===== src/rtl/assert_macros.svh =====
// ----------------------------------------------------------------------------
// assert_macros.svh
// Assertion shorthands shared by the RTL: clocked, gated by synchronous reset.
// ----------------------------------------------------------------------------
`ifndef ASSERT_MACROS_SVH
`define ASSERT_MACROS_SVH

// Plain clocked property, disabled while reset is high.
`define ASSERT_CLK(label, clk, rst, prop, msg) \
   label: assert property (@(posedge clk) disable iff (rst) (prop)) else $error(msg);

// Implication on the next cycle, disabled while reset is high.
`define ASSERT_NEXT(label, clk, rst, cond, prop, msg) \
   label: assert property (@(posedge clk) disable iff (rst) (cond) |=> (prop)) \
      else $error(msg);

`endif


===== src/rtl/uart_trx_pkg.sv =====
// ----------------------------------------------------------------------------
// uart_trx_pkg
// Shared types and constants of the 8N1 UART transceiver.
// ----------------------------------------------------------------------------
`timescale 1ns / 1ps

package uart_trx_pkg;

   // Configuration register indexes
   localparam logic [1:0] CSR_HALF_BIT_TICKS    = 2'd0;
   localparam logic [1:0] CSR_TIMEOUT_HALF_BITS = 2'd1;

   // Reset values of the timing registers and of their derived values
   localparam logic [15:0] HALF_BIT_RESET  = 16'd456;
   localparam logic [7:0]  TIMEOUT_RESET   = 8'd10;
   localparam logic [16:0] BIT_TICKS_RESET = 17'd912;
   localparam logic [23:0] WINDOW_RESET    = 24'd4560;

   localparam int unsigned DATA_BITS = 8;

   // Receive status codes
   localparam logic [1:0] RX_OK          = 2'd0;
   localparam logic [1:0] RX_TIMEOUT     = 2'd1;
   localparam logic [1:0] RX_FALSE_START = 2'd2;

   typedef enum logic [3:0] {
      TX_IDLE  = 4'b0001,
      TX_START = 4'b0010,
      TX_DATA  = 4'b0100,
      TX_STOP  = 4'b1000
   } tx_phase_type;

   typedef enum logic [4:0] {
      RX_IDLE  = 5'b00001,
      RX_WAIT  = 5'b00010,
      RX_START = 5'b00100,
      RX_DATA  = 5'b01000,
      RX_STOP  = 5'b10000
   } rx_phase_type;

   typedef struct packed {
      logic       rx_line;
      logic       rx_arm;
      logic       tx_start;
      logic [7:0] tx_byte;
   } req_type;

   typedef struct packed {
      logic       tx_line;
      logic       tx_busy;
      logic       rx_busy;
      logic       rx_done;
      logic [1:0] rx_status;
      logic [7:0] rx_byte;
   } rsp_type;

   // Bit timing derived from the configuration registers
   typedef struct packed {
      logic [15:0] half;
      logic [16:0] bit_ticks;
      logic [23:0] window;
   } timing_type;

   typedef struct packed {
      logic line;
      logic busy;
   } tx_out_type;

   typedef struct packed {
      logic       busy;
      logic       done;
      logic [1:0] status;
      logic [7:0] data;
   } rx_out_type;

endpackage


===== src/rtl/uart_trx_tx.sv =====
// ----------------------------------------------------------------------------
// uart_trx_tx
// Transmit sequencer: start bit, eight data bits LSB first, stop bit.
// ----------------------------------------------------------------------------
`timescale 1ns / 1ps

module uart_trx_tx (
   input  logic                    clock,
   input  logic                    reset,
   input  logic                    step,
   input  logic                    tx_start,
   input  logic [7:0]              tx_byte,
   input  uart_trx_pkg::timing_type timing,
   output uart_trx_pkg::tx_out_type tx_out
);

   uart_trx_pkg::tx_phase_type phase_ff, phase_in, phase_v;
   logic [7:0]  shift_ff, shift_in, shift_v;
   logic [3:0]  bit_ff, bit_in, bit_v, bit_inc;
   logic [16:0] tick_ff, tick_in, tick_v, tick_inc;

   always_comb begin
      phase_v = phase_ff;
      shift_v = shift_ff;
      bit_v   = bit_ff;
      tick_v  = tick_ff;
      // a new frame drives its start bit in the accepting tick
      if (phase_ff == uart_trx_pkg::TX_IDLE && tx_start) begin
         phase_v = uart_trx_pkg::TX_START;
         shift_v = tx_byte;
         bit_v   = '0;
         tick_v  = '0;
      end
      tick_inc = tick_v + 17'd1;
      bit_inc  = bit_v + 4'd1;

      phase_in    = phase_v;
      shift_in    = shift_v;
      bit_in      = bit_v;
      tick_in     = tick_v;
      tx_out.line = 1'b1;
      tx_out.busy = 1'b0;

      if (phase_v != uart_trx_pkg::TX_IDLE) begin
         tx_out.busy = 1'b1;
         case (phase_v)
            uart_trx_pkg::TX_START: tx_out.line = 1'b0;
            uart_trx_pkg::TX_DATA:  tx_out.line = shift_v[0];
            default:                tx_out.line = 1'b1;
         endcase
         tick_in = tick_inc;
         if (tick_inc >= timing.bit_ticks) begin
            tick_in = '0;
            case (phase_v)
               uart_trx_pkg::TX_START: begin
                  phase_in = uart_trx_pkg::TX_DATA;
                  bit_in   = '0;
               end
               uart_trx_pkg::TX_DATA: begin
                  shift_in = {1'b0, shift_v[7:1]};
                  bit_in   = bit_inc;
                  if (bit_inc >= 4'(uart_trx_pkg::DATA_BITS)) begin
                     phase_in = uart_trx_pkg::TX_STOP;
                  end
               end
               default: begin
                  phase_in = uart_trx_pkg::TX_IDLE;
                  bit_in   = '0;
               end
            endcase
         end
      end
   end

   always_ff @(posedge clock) begin
      if (reset) begin
         phase_ff <= uart_trx_pkg::TX_IDLE;
         shift_ff <= '0;
         bit_ff   <= '0;
         tick_ff  <= '0;
      end else if (step) begin
         phase_ff <= phase_in;
         shift_ff <= shift_in;
         bit_ff   <= bit_in;
         tick_ff  <= tick_in;
      end
   end

endmodule


===== src/rtl/uart_trx_rx.sv =====
// ----------------------------------------------------------------------------
// uart_trx_rx
// Receive sequencer: start wait with timeout, start recheck, mid-bit sampling.
// ----------------------------------------------------------------------------
`timescale 1ns / 1ps

module uart_trx_rx (
   input  logic                     clock,
   input  logic                     reset,
   input  logic                     step,
   input  logic                     rx_line,
   input  logic                     rx_arm,
   input  uart_trx_pkg::timing_type  timing,
   output uart_trx_pkg::rx_out_type  rx_out
);

   uart_trx_pkg::rx_phase_type phase_ff, phase_in, phase_v;
   logic [7:0]  shift_ff, shift_in;
   logic [3:0]  bit_ff, bit_in, bit_inc;
   logic [23:0] tick_ff, tick_in, tick_v, tick_inc;

   always_comb begin
      phase_v = phase_ff;
      tick_v  = tick_ff;
      // the arming tick already looks at the line
      if (phase_ff == uart_trx_pkg::RX_IDLE && rx_arm) begin
         phase_v = uart_trx_pkg::RX_WAIT;
         tick_v  = '0;
      end
      tick_inc = tick_v + 24'd1;
      bit_inc  = bit_ff + 4'd1;

      phase_in      = phase_v;
      shift_in      = shift_ff;
      bit_in        = bit_ff;
      tick_in       = tick_v;
      rx_out.busy   = (phase_v != uart_trx_pkg::RX_IDLE);
      rx_out.done   = 1'b0;
      rx_out.status = uart_trx_pkg::RX_OK;
      rx_out.data   = '0;

      case (phase_v)
         uart_trx_pkg::RX_WAIT: begin
            if (tick_v >= timing.window) begin
               rx_out.done   = 1'b1;
               rx_out.status = uart_trx_pkg::RX_TIMEOUT;
               phase_in      = uart_trx_pkg::RX_IDLE;
               tick_in       = '0;
            end else if (!rx_line) begin
               phase_in = uart_trx_pkg::RX_START;
               tick_in  = '0;
            end else begin
               tick_in = tick_inc;
            end
         end
         uart_trx_pkg::RX_START: begin
            tick_in = tick_inc;
            if (tick_inc >= {8'd0, timing.half}) begin
               tick_in = '0;
               if (rx_line) begin
                  rx_out.done   = 1'b1;
                  rx_out.status = uart_trx_pkg::RX_FALSE_START;
                  phase_in      = uart_trx_pkg::RX_IDLE;
               end else begin
                  phase_in = uart_trx_pkg::RX_DATA;
                  shift_in = '0;
                  bit_in   = '0;
               end
            end
         end
         uart_trx_pkg::RX_DATA: begin
            tick_in = tick_inc;
            if (tick_inc >= {7'd0, timing.bit_ticks}) begin
               tick_in  = '0;
               shift_in = {rx_line, shift_ff[7:1]};
               bit_in   = bit_inc;
               if (bit_inc >= 4'(uart_trx_pkg::DATA_BITS)) begin
                  phase_in = uart_trx_pkg::RX_STOP;
               end
            end
         end
         uart_trx_pkg::RX_STOP: begin
            tick_in = tick_inc;
            if (tick_inc >= {7'd0, timing.bit_ticks}) begin
               tick_in     = '0;
               rx_out.done = 1'b1;
               rx_out.data = shift_ff;
               phase_in    = uart_trx_pkg::RX_IDLE;
               bit_in      = '0;
            end
         end
         default: begin
            phase_in = uart_trx_pkg::RX_IDLE;
         end
      endcase
   end

   always_ff @(posedge clock) begin
      if (reset) begin
         phase_ff <= uart_trx_pkg::RX_IDLE;
         shift_ff <= '0;
         bit_ff   <= '0;
         tick_ff  <= '0;
      end else if (step) begin
         phase_ff <= phase_in;
         shift_ff <= shift_in;
         bit_ff   <= bit_in;
         tick_ff  <= tick_in;
      end
   end

endmodule


===== src/rtl/uart_trx_timing.sv =====
// ----------------------------------------------------------------------------
// uart_trx_timing
// Configuration registers and the registered bit timing derived from them.
// ----------------------------------------------------------------------------
`timescale 1ns / 1ps

module uart_trx_timing (
   input  logic                     clock,
   input  logic                     reset,
   input  logic                     csr_we,
   input  logic [1:0]               csr_index,
   input  logic [15:0]              csr_wdata,
   output uart_trx_pkg::timing_type  timing
);

   logic [15:0] half_cfg_ff;
   logic [7:0]  timeout_cfg_ff;
   logic [15:0] half_eff;
   logic [7:0]  timeout_eff;
   logic [23:0] window_in;
   uart_trx_pkg::timing_type timing_ff;

   always_ff @(posedge clock) begin
      if (reset) begin
         half_cfg_ff    <= uart_trx_pkg::HALF_BIT_RESET;
         timeout_cfg_ff <= uart_trx_pkg::TIMEOUT_RESET;
      end else if (csr_we) begin
         case (csr_index)
            uart_trx_pkg::CSR_HALF_BIT_TICKS:    half_cfg_ff    <= csr_wdata;
            uart_trx_pkg::CSR_TIMEOUT_HALF_BITS: timeout_cfg_ff <= csr_wdata[7:0];
            default: ;
         endcase
      end
   end

   // a zero count acts as one
   assign half_eff    = (half_cfg_ff == '0) ? 16'd1 : half_cfg_ff;
   assign timeout_eff = (timeout_cfg_ff == '0) ? 8'd1 : timeout_cfg_ff;
   assign window_in   = {16'd0, timeout_eff} * {8'd0, half_eff};

   always_ff @(posedge clock) begin
      if (reset) begin
         timing_ff.half      <= uart_trx_pkg::HALF_BIT_RESET;
         timing_ff.bit_ticks <= uart_trx_pkg::BIT_TICKS_RESET;
         timing_ff.window    <= uart_trx_pkg::WINDOW_RESET;
      end else begin
         timing_ff.half      <= half_eff;
         timing_ff.bit_ticks <= {half_eff, 1'b0};
         timing_ff.window    <= window_in;
      end
   end

   assign timing = timing_ff;

endmodule


===== src/rtl/uart_trx_top_unused_guard.sv =====
// ----------------------------------------------------------------------------
// uart_trx_top_unused_guard
// Result formatting: merges the transmit and receive outputs of one tick.
// ----------------------------------------------------------------------------
`timescale 1ns / 1ps

module uart_trx_top_unused_guard (
   input  uart_trx_pkg::tx_out_type tx_out,
   input  uart_trx_pkg::rx_out_type rx_out,
   output uart_trx_pkg::rsp_type    rsp
);

   always_comb begin
      rsp.tx_line = tx_out.line;
      rsp.tx_busy = tx_out.busy;
      rsp.rx_busy = rx_out.busy;
      rsp.rx_done = rx_out.done;
      // status and byte only mean something in the finishing tick
      rsp.rx_status = rx_out.done ? rx_out.status : uart_trx_pkg::RX_OK;
      rsp.rx_byte   = (rx_out.done && rx_out.status == uart_trx_pkg::RX_OK) ?
                      rx_out.data : 8'd0;
   end

endmodule


===== src/rtl/uart_8n1_tx_rx.sv =====
// ----------------------------------------------------------------------------
// uart_8n1_tx_rx
// 8N1 UART transceiver, one request per clock tick of the bit timing.
// ----------------------------------------------------------------------------
// Usage:
//   req_*  : one request per tick carries the sampled receive line, the
//            receive-arm strobe, the transmit start strobe and its byte.
//   rsp_*  : one response per request: transmit line level, busy flags,
//            and the receive completion (done, status, byte).
//   csr_*  : write port for half_bit_ticks (index 0) and timeout_half_bits
//            (index 1); write only while no request is in flight.
// Path: a request waits in the input stage, steps the sequencers on advance
//   and lands in the result stage; rsp_valid is high from then until taken.
// Throughput: one request per cycle unless stalled; a single pass through the
//   transmit and receive sequencers between the input and result registers.
// Reset: both sequencers go idle, timing returns to 456 ticks per half bit
//   and a timeout of 10 half bits; input and result stages empty.
// Stall: with rsp_ready low the result stage holds; one more request is
//   taken into the input stage, then req_ready drops until the result moves.
// ----------------------------------------------------------------------------
`timescale 1ns / 1ps
`include "assert_macros.svh"

module uart_8n1_tx_rx (
   input  logic                  clock,
   input  logic                  reset,
   // request channel
   input  logic                  req_valid,
   output logic                  req_ready,
   input  uart_trx_pkg::req_type req_data,
   // response channel
   output logic                  rsp_valid,
   input  logic                  rsp_ready,
   output uart_trx_pkg::rsp_type rsp_data,
   // configuration
   input  logic                  csr_we,
   input  logic [1:0]            csr_index,
   input  logic [15:0]           csr_wdata
);

   uart_trx_pkg::req_type    in_ff;
   logic                     in_valid_ff;
   uart_trx_pkg::rsp_type    out_ff, out_in;
   logic                     out_valid_ff;
   logic                     advance;
   uart_trx_pkg::timing_type timing;
   uart_trx_pkg::tx_out_type tx_out;
   uart_trx_pkg::rx_out_type rx_out;

   // Advance one tick when the input stage holds a request and the result
   // stage is empty or being drained this cycle.
   assign advance   = in_valid_ff && (!out_valid_ff || rsp_ready);
   assign req_ready = !in_valid_ff || advance;

   // Input stage: take a new request when empty or as the held one moves on.
   always_ff @(posedge clock) begin
      if (reset) begin
         in_valid_ff <= 1'b0;
      end else if (req_ready) begin
         in_valid_ff <= req_valid;
      end
   end

   always_ff @(posedge clock) begin
      if (req_ready && req_valid) begin
         in_ff <= req_data;
      end
   end

   // Timing registers and their derived bit and window lengths.
   uart_trx_timing u_timing (
      .clock     (clock),
      .reset     (reset),
      .csr_we    (csr_we),
      .csr_index (csr_index),
      .csr_wdata (csr_wdata),
      .timing    (timing)
   );

   // Transmit and receive sequencers step once per advanced request.
   uart_trx_tx u_tx (
      .clock    (clock),
      .reset    (reset),
      .step     (advance),
      .tx_start (in_ff.tx_start),
      .tx_byte  (in_ff.tx_byte),
      .timing   (timing),
      .tx_out   (tx_out)
   );

   uart_trx_rx u_rx (
      .clock   (clock),
      .reset   (reset),
      .step    (advance),
      .rx_line (in_ff.rx_line),
      .rx_arm  (in_ff.rx_arm),
      .timing  (timing),
      .rx_out  (rx_out)
   );

   uart_trx_top_unused_guard u_fmt (
      .tx_out (tx_out),
      .rx_out (rx_out),
      .rsp    (out_in)
   );

   // Result stage: load on advance, drop once taken.
   always_ff @(posedge clock) begin
      if (reset) begin
         out_valid_ff <= 1'b0;
      end else if (advance) begin
         out_valid_ff <= 1'b1;
      end else if (rsp_ready) begin
         out_valid_ff <= 1'b0;
      end
   end

   always_ff @(posedge clock) begin
      if (advance) begin
         out_ff <= out_in;
      end
   end

   assign rsp_valid = out_valid_ff;
   assign rsp_data  = out_ff;

   // An advanced request always lands in the result stage.
   `ASSERT_NEXT(a_advance_fills, clock, reset, advance, out_valid_ff,
                "advanced request did not reach the result stage")

   // A held request stays put while the result stage is blocked.
   `ASSERT_NEXT(a_input_holds, clock, reset, in_valid_ff && !advance,
                in_valid_ff && $stable(in_ff), "held request lost or changed")

   // A finished receive attempt is always reported with the receiver busy.
   `ASSERT_CLK(a_done_busy, clock, reset,
               !out_valid_ff || !out_ff.rx_done || out_ff.rx_busy,
               "rx_done without rx_busy")

   // The transmit line idles high outside a frame.
   `ASSERT_CLK(a_tx_idle_high, clock, reset,
               !out_valid_ff || out_ff.tx_busy || out_ff.tx_line,
               "tx_line low while transmitter idle")

endmodule


===== config.mk =====
export PLATFORM = sky130hd
export DESIGN_NAME = uart_8n1_tx_rx
export DESIGN_NICKNAME = d
export VERILOG_FILES = /design/src/rtl/uart_trx_pkg.sv /design/src/rtl/uart_trx_tx.sv /design/src/rtl/uart_trx_rx.sv /design/src/rtl/uart_trx_timing.sv /design/src/rtl/uart_trx_top_unused_guard.sv /design/src/rtl/uart_8n1_tx_rx.sv
export VERILOG_INCLUDE_DIRS = /design/src /design/src/rtl
export SDC_FILE = /design/constraint.sdc
export NUM_CORES = 1
export LEC_CHECK = 0
export ABC_AREA = 1
export BUFFER_PORTS_ARGS = -buffer_cell sky130_fd_sc_hd__buf_2
export CORE_MARGIN = 2
export CORE_UTILIZATION = 43
export CTS_CLUSTER_SIZE = 30
export DETAILED_ROUTE_END_ITERATION = 8
export PLACE_DENSITY = 0.61
export SYNTH_ARGS = -nofsm -noshare
export SYNTH_HDL_FRONTEND = slang
export SYNTH_SLANG_ARGS = --single-unit

===== constraint.sdc =====
create_clock -name clock -period 7.45 [get_ports clock]
set_clock_uncertainty 0.05 [all_clocks]
set_input_delay 0.3725 -clock clock [delete_from_list [all_inputs] [get_ports clock]]
set_output_delay 0.3725 -clock clock [all_outputs]
set_load 0.005 [all_outputs]

Yosys cells after proc, flatten, opt, wreduce, memory -nomap -nowiden
Index checks and enable logic that the tools add are counted.

storage, ports and cells
  flip-flop bits (word level) = 166
  logic and storage cells = 125

operators by class
  $add $sub $neg = 4
  multipliers = 1
  magnitude comparators = 6
  equality and inequality tests = 15
  mux-type cells = 52
  reductions and logical operators = 22

operators by type and width
  cell                                                                      count
  24-bit two-way mux                                                        5
  24-bit one-hot mux with 3 select lines                                    1
  8-bit two-way mux                                                         8
  4-bit two-way mux                                                         13
  17-bit two-way mux                                                        3
  5-bit two-way mux                                                         7
  24-bit by 1-bit adder with 24-bit output (second input constant)          1
  24-bit by 16-bit greater-or-equal comparator with 1-bit output            1
  24-bit by 17-bit greater-or-equal comparator with 1-bit output            1
  24-bit greater-or-equal comparator                                        1
  8-bit by 16-bit multiplier with 24-bit output                             1
  5-bit one-hot mux with 4 select lines                                     1
  17-bit by 1-bit adder with 17-bit output (second input constant)          1
  17-bit greater-or-equal comparator                                        1
  16-bit logical NOT                                                        1
  16-bit two-way mux                                                        1
  8-bit one-hot mux with 2 select lines                                     1
  4-bit one-hot mux with 3 select lines                                     1
  3-bit two-way mux                                                         3
  4-bit by 1-bit adder with 4-bit output (second input constant)            2
  4-bit greater-or-equal comparator (second input constant)                 2
  8-bit logical NOT                                                         1
  4-bit one-hot mux with 2 select lines                                     1
  2-bit by 1-bit inequality test with 1-bit output (second input constant)  3
  27 further kinds                                                          39

Logic depth before layout (Yosys ltp)
Gate-level depths: netlist of the first run.

  word-level depth = 10
  depth in mapped cells = 35

Cells and area by module
From an unflattened synthesis of the first run, not the netlist that was laid out.

unflattened totals
  cells, all modules = 2172
  area total of the unflattened synthesis = 14976.9 um^2

modules (own cells, without submodules)
  module                     times used  cells an instance  area an instance (um^2)  seq. area each (um^2)
  uart_trx_timing            1           926                6834.1                   1281.2
  uart_trx_rx                1           726                4413.0                   820.8
  uart_trx_tx                1           457                2772.7                   660.6
  uart_8n1_tx_rx             1           37                 842.1                    790.8
  uart_trx_top_unused_guard  1           26                 115.1                    0.0

Worst setup path before layout of the first run
No wires, ideal clock.

  path kind = reg-to-reg
  start point = register u_timing.half_cfg_ff[9]
  end point = register u_timing.timing_ff (netlist bit u_timing.timing[20])
  setup time = 120 ps
  data arrival time = 4997 ps
  required time = 7280 ps
  slack = 2283 ps
  stages on the path, launching flop included = 25
  path buffers = 1
  period minus slack after synthesis = 5167 ps
  cell sequence = dfxtp_1 > clkbuf_1 > nor4_1 > nand4_1 > nand2_1 > nand2_1 > fa_1 > fa_1 > inv_1 > fa_1 > inv_1 > fa_1 > inv_1 > ha_1 > nand2_1 > inv_1 > a21oi_1 > o21ai_0 > a21oi_1 > o21ai_0 > a21boi_0 > o21ai_0 > a21oi_1 > o21ai_0 > a21oi_1

between the ends
  cells in the longest elaborated chain, start to end = 3

ends and longest elaborated chain
  what                                               RTL line               text
  start: declaration                                 uart_trx_timing.sv:16  logic [15:0] half_cfg_ff;
  start signal: assignment                           uart_trx_timing.sv:25  half_cfg_ff <= uart_trx_pkg::HALF_BIT_RESET;
  start signal: assignment                           uart_trx_timing.sv:29  uart_trx_pkg::CSR_HALF_BIT_TICKS: half_cfg_ff <= csr_wdata;
  16-bit logical NOT                                 uart_trx_timing.sv:37  assign half_eff = (half_cfg_ff == '0) ? 16'd1 : half_cfg_ff;
  16-bit two-way mux (*)                             uart_trx_timing.sv:37
  8-bit by 16-bit multiplier with 24-bit output (*)  uart_trx_timing.sv:39  assign window_in = {16'd0, timeout_eff} * {8'd0, half_eff};
  end: declaration                                   uart_trx_timing.sv:21  uart_trx_pkg::timing_type timing_ff;

Every way passes the cells marked *; elsewhere a longest branch is shown, timed or not.
A chain may end at the register's enable or synchronous reset.

Final worst setup path of the first run
  start point = register u_timing.timeout_cfg_ff[2]
  end point = register u_timing.timing_ff (netlist bit u_timing.timing[21])

between the ends
  cells in the longest elaborated chain, start to end = 3

ends and longest elaborated chain
  what                                               RTL line               text
  start: declaration                                 uart_trx_timing.sv:17  logic [7:0] timeout_cfg_ff;
  start signal: assignment                           uart_trx_timing.sv:26  timeout_cfg_ff <= uart_trx_pkg::TIMEOUT_RESET;
  start signal: assignment                           uart_trx_timing.sv:30  uart_trx_pkg::CSR_TIMEOUT_HALF_BITS: timeout_cfg_ff <= csr_wdata[7:0];
  8-bit logical NOT                                  uart_trx_timing.sv:38  assign timeout_eff = (timeout_cfg_ff == '0) ? 8'd1 : timeout_cfg_ff;
  8-bit two-way mux (*)                              uart_trx_timing.sv:38
  8-bit by 16-bit multiplier with 24-bit output (*)  uart_trx_timing.sv:39

Marked as above.

==> reports/qor.csv, run 1 <==
stage,metric,value,unit
outcome,status,completed,
floorplanning,die height,184,µm
timing,"Hold Vio Cnt, Final",0,
clock_network,CTS Buf Count,17,
synthesis,asr flop ratio synth,0,%
layout,"commonest non-fill, non-tap cell in the layout",nand2_1,
pwr,Worst IR Drop VDD,0.000151,V
pwr,Pwr Total,2530,µW
layout,Layout Nets,2189,
pwr,LEAKAGE,0.00782,µW
layout,Antenna diodes,0,
synthesis,"Distinct cells, synth",51,
layout,layout cells sized above 1,6.98,%
synthesis,"Seq/Total Area, Yosys",25.5,%
floorplanning,area of the core,31700,µm²
worst_hold_path,Hold WC Path Type,input port to flip-flop,
worst_setup_path,nature of the critical path endpoint,flip-flop,
clock_network,Skew-Pair Late Insertion Delay,450,ps
timing,f_max,163,MHz
clock_network,htree depth,4,
floorplanning,FP Rows,65,
layout,"commonest cells after routing, fill and taps aside","nand2_1, inv_1, a21oi_1",
floorplanning,Ports,50,
timing,RSZ-0062 raised after global routing,no,
detailed_routing,via/cell ratio,5.14,
placed_design,I/O Buffers,49,
timing,worst slew pin tran,1180,ps
synthesis,cell taking the most area after synthesis,dfxtp_1,
clock_network,post-cts resize count,0,
floorplanning,Die Span X,184,µm
detailed_routing,Total Wirelength,35200,µm
pwr,P per Cell Area,169,nW/µm²
synthesis,mean post-synth cell area,7.11,µm²
detailed_routing,DR iter-0 viols,812,
global_route,pin count of the biggest net entering global routing,69,
timing,setup TNS,0,ps
global_route,gr ovfl total,0,
placed_design,Detail Placement HPWL,26700,µm
detailed_routing,average routed wire per standard cell,14.9,µm
timing,final setup vio count,0,
run,max-cap violations,0,
floorplanning,Starting Density,43.9,%
synthesis,Synth top area share,20.1,%
worst_setup_path,WP data arrival,6440,ps
floorplanning,die area,33800,µm²
synthesis,number of synthesized register bits,165,
global_route,vias in the first global route,11800,
synthesis,Mapped Nets,2196,
worst_setup_path,"Req. time, crit path",7750,ps
clock_network,CTS tree,built,
clock_network,clock buffer depth,2,
timing,fin crit share,82.5,%
synthesis,synthesized instance count,1958,
clock_network,clock tree sinks,165,
detailed_routing,Post-route DRC,0,
synthesis,Synth Cell Area,13900,µm²
worst_setup_path,crit-path max FO,16,
clock_network,Post-CTS Repair Setup Buffers,0,
global_route,first-pass GRT wire length,59300,µm
global_route,initial antenna violation count,0,
global_route,total global-route track usage,22.1,%
clock_network,clk slew on worst S/H paths,70,ps
detailed_routing,via count,12200,
synthesis,ranking of synthesized cells by area,"dfxtp_1, nand2_1, fa_1, ha_1, inv_1",
synthesis,Main synth FF type,dfxtp_1,
detailed_routing,Pre-Repair DR Iteration Count,6,
layout,Area Growth Syn to Fin,7.28,%
clock_network,root buffer cell,clkbuf_16,
synthesis,"EDFF count, synth",25,
clock_network,cts-stage hold buffer count,0,
timing,crit path time final,6150,ps
detailed_routing,Routed Antenna Nets,0,
worst_setup_path,Setup Crit Path Kind,flip-flop to flip-flop,
synthesis,Syn. warnings,0,
worst_setup_path,startpoint types,flip-flop,
timing,Max Slew Vio Count,0,
timing,max_slew headroom,20.9,%
layout,FILL cells,3251,
placed_design,Placer Congestion,0.901,
[kinds of logic after synthesis]
family | share of synthesized area [%]
flops | 25.5
xor+xnor | 1.89
fa+ha+maj | 22.9
buf+inv | 13.5
simple gates | 24.6
compound gates | 11.1
mux | 0.503
[cell usage after synthesis (3+ instances only)]
cell	instances
nand2_2	12
clkbuf_1	65
o211ai_1	15
a21oi_1	155
nand3_1	73
nand3_2	5
buf_6	3
edfxtp_1	25
a21boi_0	5
dfxtp_1	140
clkinv_1	3
ha_1	120
nor4_1	8
nor3_1	19
nand4_1	57
nor2_1	130
mux2i_1	7
o21a_1	7
a21o_1	4
buf_1	6
nor2_4	5
nand2_1	453
xor2_1	25
fa_1	84
o21ai_0	84
nor2_2	10
inv_2	6
buf_2	3
inv_1	396
xnor2_1	5
[cell type report]
| class | count | area [µm²] | area share [%] |
|---|---|---|---|
| flip-flops and latches | 165 | 3550 | 23.8 |
| clock inverters | 15 | 160 | 1.07 |
| clock buffers | 17 | 425 | 2.85 |
| well taps | 402 | 503 | 3.37 |
| multi-input cells | 1308 | 8490 | 56.9 |
| inverters | 405 | 1520 | 10.2 |
| repair buffers | 54 | 283 | 1.89 |
[critical path: stages, from the launching register on]
cell and delay (ps):
dfxtp_1 690, inv_1 190, nand4_1 150, nor4_1 60, nor2_1 820, nor2_1 140, fa_1 530, inv_1 50
fa_1 460, fa_1 550, inv_1 40, ha_1 340, nand3_1 100, nand2_1 160, nand3_1 90, nand2_1 110
a21boi_0 130, o21ai_0 320, a21boi_0 210, o21ai_0 300, inv_1 70, o21ai_0 220, a21oi_1 100, o21a_1 130
[flip-flops by register name (all words and copies together) (netlist names), 5 cells and up]
register	cells
u_rx.phase_ff	5
rsp_data	14
in_ff	11
u_rx.tick_ff	24
u_timing.timeout_cfg_ff	8
u_rx.shift_ff	8
u_timing.timing	40
u_timing.half_cfg_ff	16
u_tx.shift_ff	8
u_tx.tick_ff	17
[layer usage]
layer | track usage (%) | share of wire (%) | vias up
met1 | 28.2 | 45 | 5694
met5 | 0 | 0 | -
met3 | 2.99 | 4.0 | 67
met2 | 37.9 | 47 | 267
li1 | - | - | 6131
met4 | 8.77 | 3.3 | 0
[power breakdown]
group / switching [µW] / leakage (µW) / internal (µW)
Combinational: 419 / 0.00616 / 215
Clock: 421 / 0.000285 / 475
Sequential: 40.9 / 0.00137 / 957
Total: 881 / 0.00782 / 1650
[stage by stage]
stage          cell area (µm²)  setup WS, ps  hold WS [ps]  util [%]  std cells
6_report                 14900          1300          41.1      47.1       2366
5_1_grt                  14900           572          26.9      47.1       2366
4_1_cts                  14900          1320          17.8      47.1       2366
3_5_place_dp             14400          1350           406      45.3       2334
3_3_place_gp             14400          1570           402      45.3       2334
2_1_floorplan            13900          2280           394         -       1958
[worst paths after layout]
check | startpoint | to | slack, ps | cells after the start
setup / recovery | u_timing.timeout_cfg_ff[2] | u_timing.timing[21] | 1300 | 23
hold reg to reg | u_tx.shift_ff[7] | u_tx.shift_ff[7] | 420 | 2
setup reg to reg | u_timing.timeout_cfg_ff[2] | u_timing.timing[21] | 1300 | 23
hold / removal | req_data[9] | in_ff[9] | 40 | 1
Note: power is estimated with default switching activity, not from simulation.
==> run 2, diff against run 1 <==
Settings changed: PLACE_DENSITY 0.61 to 0.63.
Clock period 7.45 ns to 4.9 ns, I/O delays scaled along.
==> reports/qor.csv, run 2 (synthesis results as in run 1) <==
stage,metric,value,unit
pwr,sw frac,33.7,%
detailed_routing,DR iter-0 viols,867,
worst_setup_path,crit-path max FO,4,
detailed_routing,via count,12500,
worst_setup_path,slowest library cell on the worst path,fa_1,
layout,Util after Layout,50.0,%
worst_setup_path,r2r setup slk,170,ps
pwr,Worst IR Drop VDD,0.000246,V
layout,"commonest non-fill, non-tap cell in the layout",nand2_1,
outcome,status,completed,
worst_setup_path,nature of the critical path endpoint,flip-flop,
worst_hold_path,Hold WC Path Type,input port to flip-flop,
detailed_routing,via/cell ratio,5.10,
placed_design,I/O Buffers,49,
detailed_routing,average routed wire per standard cell,14.6,µm
worst_hold_path,Worst Hold Path Cells,3,
detailed_routing,Post-route DRC,0,
layout,Area Growth Syn to Fin,13.9,%
detailed_routing,Pre-Repair DR Iteration Count,5,
worst_setup_path,crit-path cells,"nor4_2, buf_4, nand4_1, nand2_1, nand2_1, fa_2, fa_1, inv_2, fa_1, inv_1, fa_1, inv_2, ha_4, nand2_2, inv_2, a21oi_4, o21ai_2, a21oi_2, o21ai_2, a21boi_2, o21ai_2, a21oi_2, o21ai_1, a21oi_1",
worst_setup_path,startpoint types,flip-flop,
placed_design,Placer Congestion,0.855,
detailed_routing,Routed Antenna Nets,0,
clock_network,CTS tree,built,
worst_setup_path,"Req. time, crit path",5230,ps
clock_network,clock buffer depth,2,
global_route,pin count of the biggest net entering global routing,75,
timing,"Hold Vio Cnt, Final",0,
worst_hold_path,HP Start,csr_wdata[0],
worst_setup_path,r2r endpoint,u_timing.timing[20],
worst_setup_path,Worst R2R Path Depth,24,
timing,WHS,15.5,ps
layout,Final Cell Area,15900,µm²
worst_setup_path,WP data arrival,5060,ps
floorplanning,Die Span X,184,µm
global_route,initial antenna violation count,0,
clock_network,clk slew on worst S/H paths,70,ps
timing,fin crit share,96.5,%
pwr,Logic pwr share,29.4,%
timing,crit path time final,4730,ps
timing,setup TNS,0,ps
floorplanning,Starting Density,43.9,%
layout,"commonest cells after routing, fill and taps aside","nand2_1, inv_1, a21oi_1",
detailed_routing,Total Wirelength,35800,µm
worst_hold_path,WHS Endpoint,u_timing.timeout_cfg_ff[0],
global_route,total global-route track usage,22.2,%
timing,final setup vio count,0,
global_route,vias in the first global route,12500,
pwr,LEAKAGE,0.00824,µW
pwr,P per Cell Area,260,nW/µm²
timing,RSZ-0062 raised after global routing,yes,
worst_setup_path,Stages on worst setup path,24,
timing,Max Slew Vio Count,0,
run,max-cap violations,0,
pwr,Pint,2730,µW
layout,max FFs per register,40,
floorplanning,Ports,50,
layout,layout cells sized above 1,12.6,%
placed_design,Detail Placement HPWL,26500,µm
pwr,Sw Pwr,1390,µW
placed_design,Post-DP Area,14800,µm²
timing,max_slew headroom,25.0,%
clock_network,Skew-Pair Late Insertion Delay,450,ps
worst_setup_path,Crit path largest cell delay,530,ps
floorplanning,area of the core,31700,µm²
clock_network,CTS Buf Count,17,
timing,worst slew pin tran,1120,ps
floorplanning,die area,33800,µm²
pwr,sequential cell fraction of total power,36.2,%
layout,Layout Nets,2272,
clock_network,htree depth,4,
worst_setup_path,Crit path buffers/inverters,5,
worst_setup_path,CP top delay family,adder cells,
worst_setup_path,Setup Crit Path Kind,flip-flop to flip-flop,
timing,f_max,211,MHz
worst_setup_path,r2r startpoint,u_timing.half_cfg_ff[15],
clock_network,clock tree sinks,165,
global_route,gr ovfl total,0,
floorplanning,FP Rows,65,
pwr,Clk pwr share,34.4,%
floorplanning,die height,184,µm
clock_network,root buffer cell,clkbuf_16,
global_route,first-pass GRT wire length,60400,µm
layout,Antenna diodes,0,
-- run 2: power by group through the flow --
stage	clock (µW)	sequential [µW]	combinational, µW
6_report	1420	1490	1210
5_1_grt	1500	1500	1380
4_1_cts	1440	1490	1130
3_5_place_dp	0	1520	1080
3_3_place_gp	0	1520	1060
2_1_floorplan	0	1510	779
-- run 2: timing repair --
item / in CTS / in global routing
setup endpoints to repair: 16 / 41
hold endpoints to repair: 15 / 0
hold buffers: 15 / 0
gates resized for setup: 16 / 51
buffers inserted: 4 / 7
pin swaps: 18 / 26
cloned: 0 / 0
-- run 2: area by class of cell --
cell class	instances	area, µm²
clock buffers	18	429
clock inverters	14	173
fillers	3101	15900
inverters	405	1530
multi-input cells	1308	8700
flip-flops and latches	165	3560
well taps	402	503
repair buffers	137	967
-- run 2: per-layer routing --
layer	global-route usage, %	up-vias	wire [µm]
met2	38.4	272	17000
met3	3.05	56	1340
met1	28.7	5867	16700
met5	0	-	0
li1	-	6299	-
met4	7.17	0	735
-- run 2: worst max path at each step --
stage                                         from                   to  slack, ps
after global routing      u_timing.half_cfg_ff[15]  u_timing.timing[18]        -80
after floorplan            u_timing.half_cfg_ff[9]  u_timing.timing[20]       -0.5
after global placement    u_timing.half_cfg_ff[15]  u_timing.timing[20]       -240
after CTS                 u_timing.half_cfg_ff[14]  u_timing.timing[20]        -50
final                     u_timing.half_cfg_ff[15]  u_timing.timing[20]        170
after detailed placement  u_timing.half_cfg_ff[15]  u_timing.timing[20]       -290
-- run 2: worst min-delay path: cells and delay by family --
family	cells	cell delay, ps
buffers and inverters	1	110
AND/OR/NAND/NOR	1	60
AO/OA/AOI/OAI	1	50
-- run 2: through the flow --
stage / total power, µW / setup slack (ps) / cells
floorplan: 2290 / -0.539 / 1958
global placement: 2580 / -243 / 2391
detailed placement: 2600 / -289 / 2391
CTS: 4070 / -50.6 / 2442
global route: 4380 / -81.2 / 2449
finish: 4130 / 171 / 2449
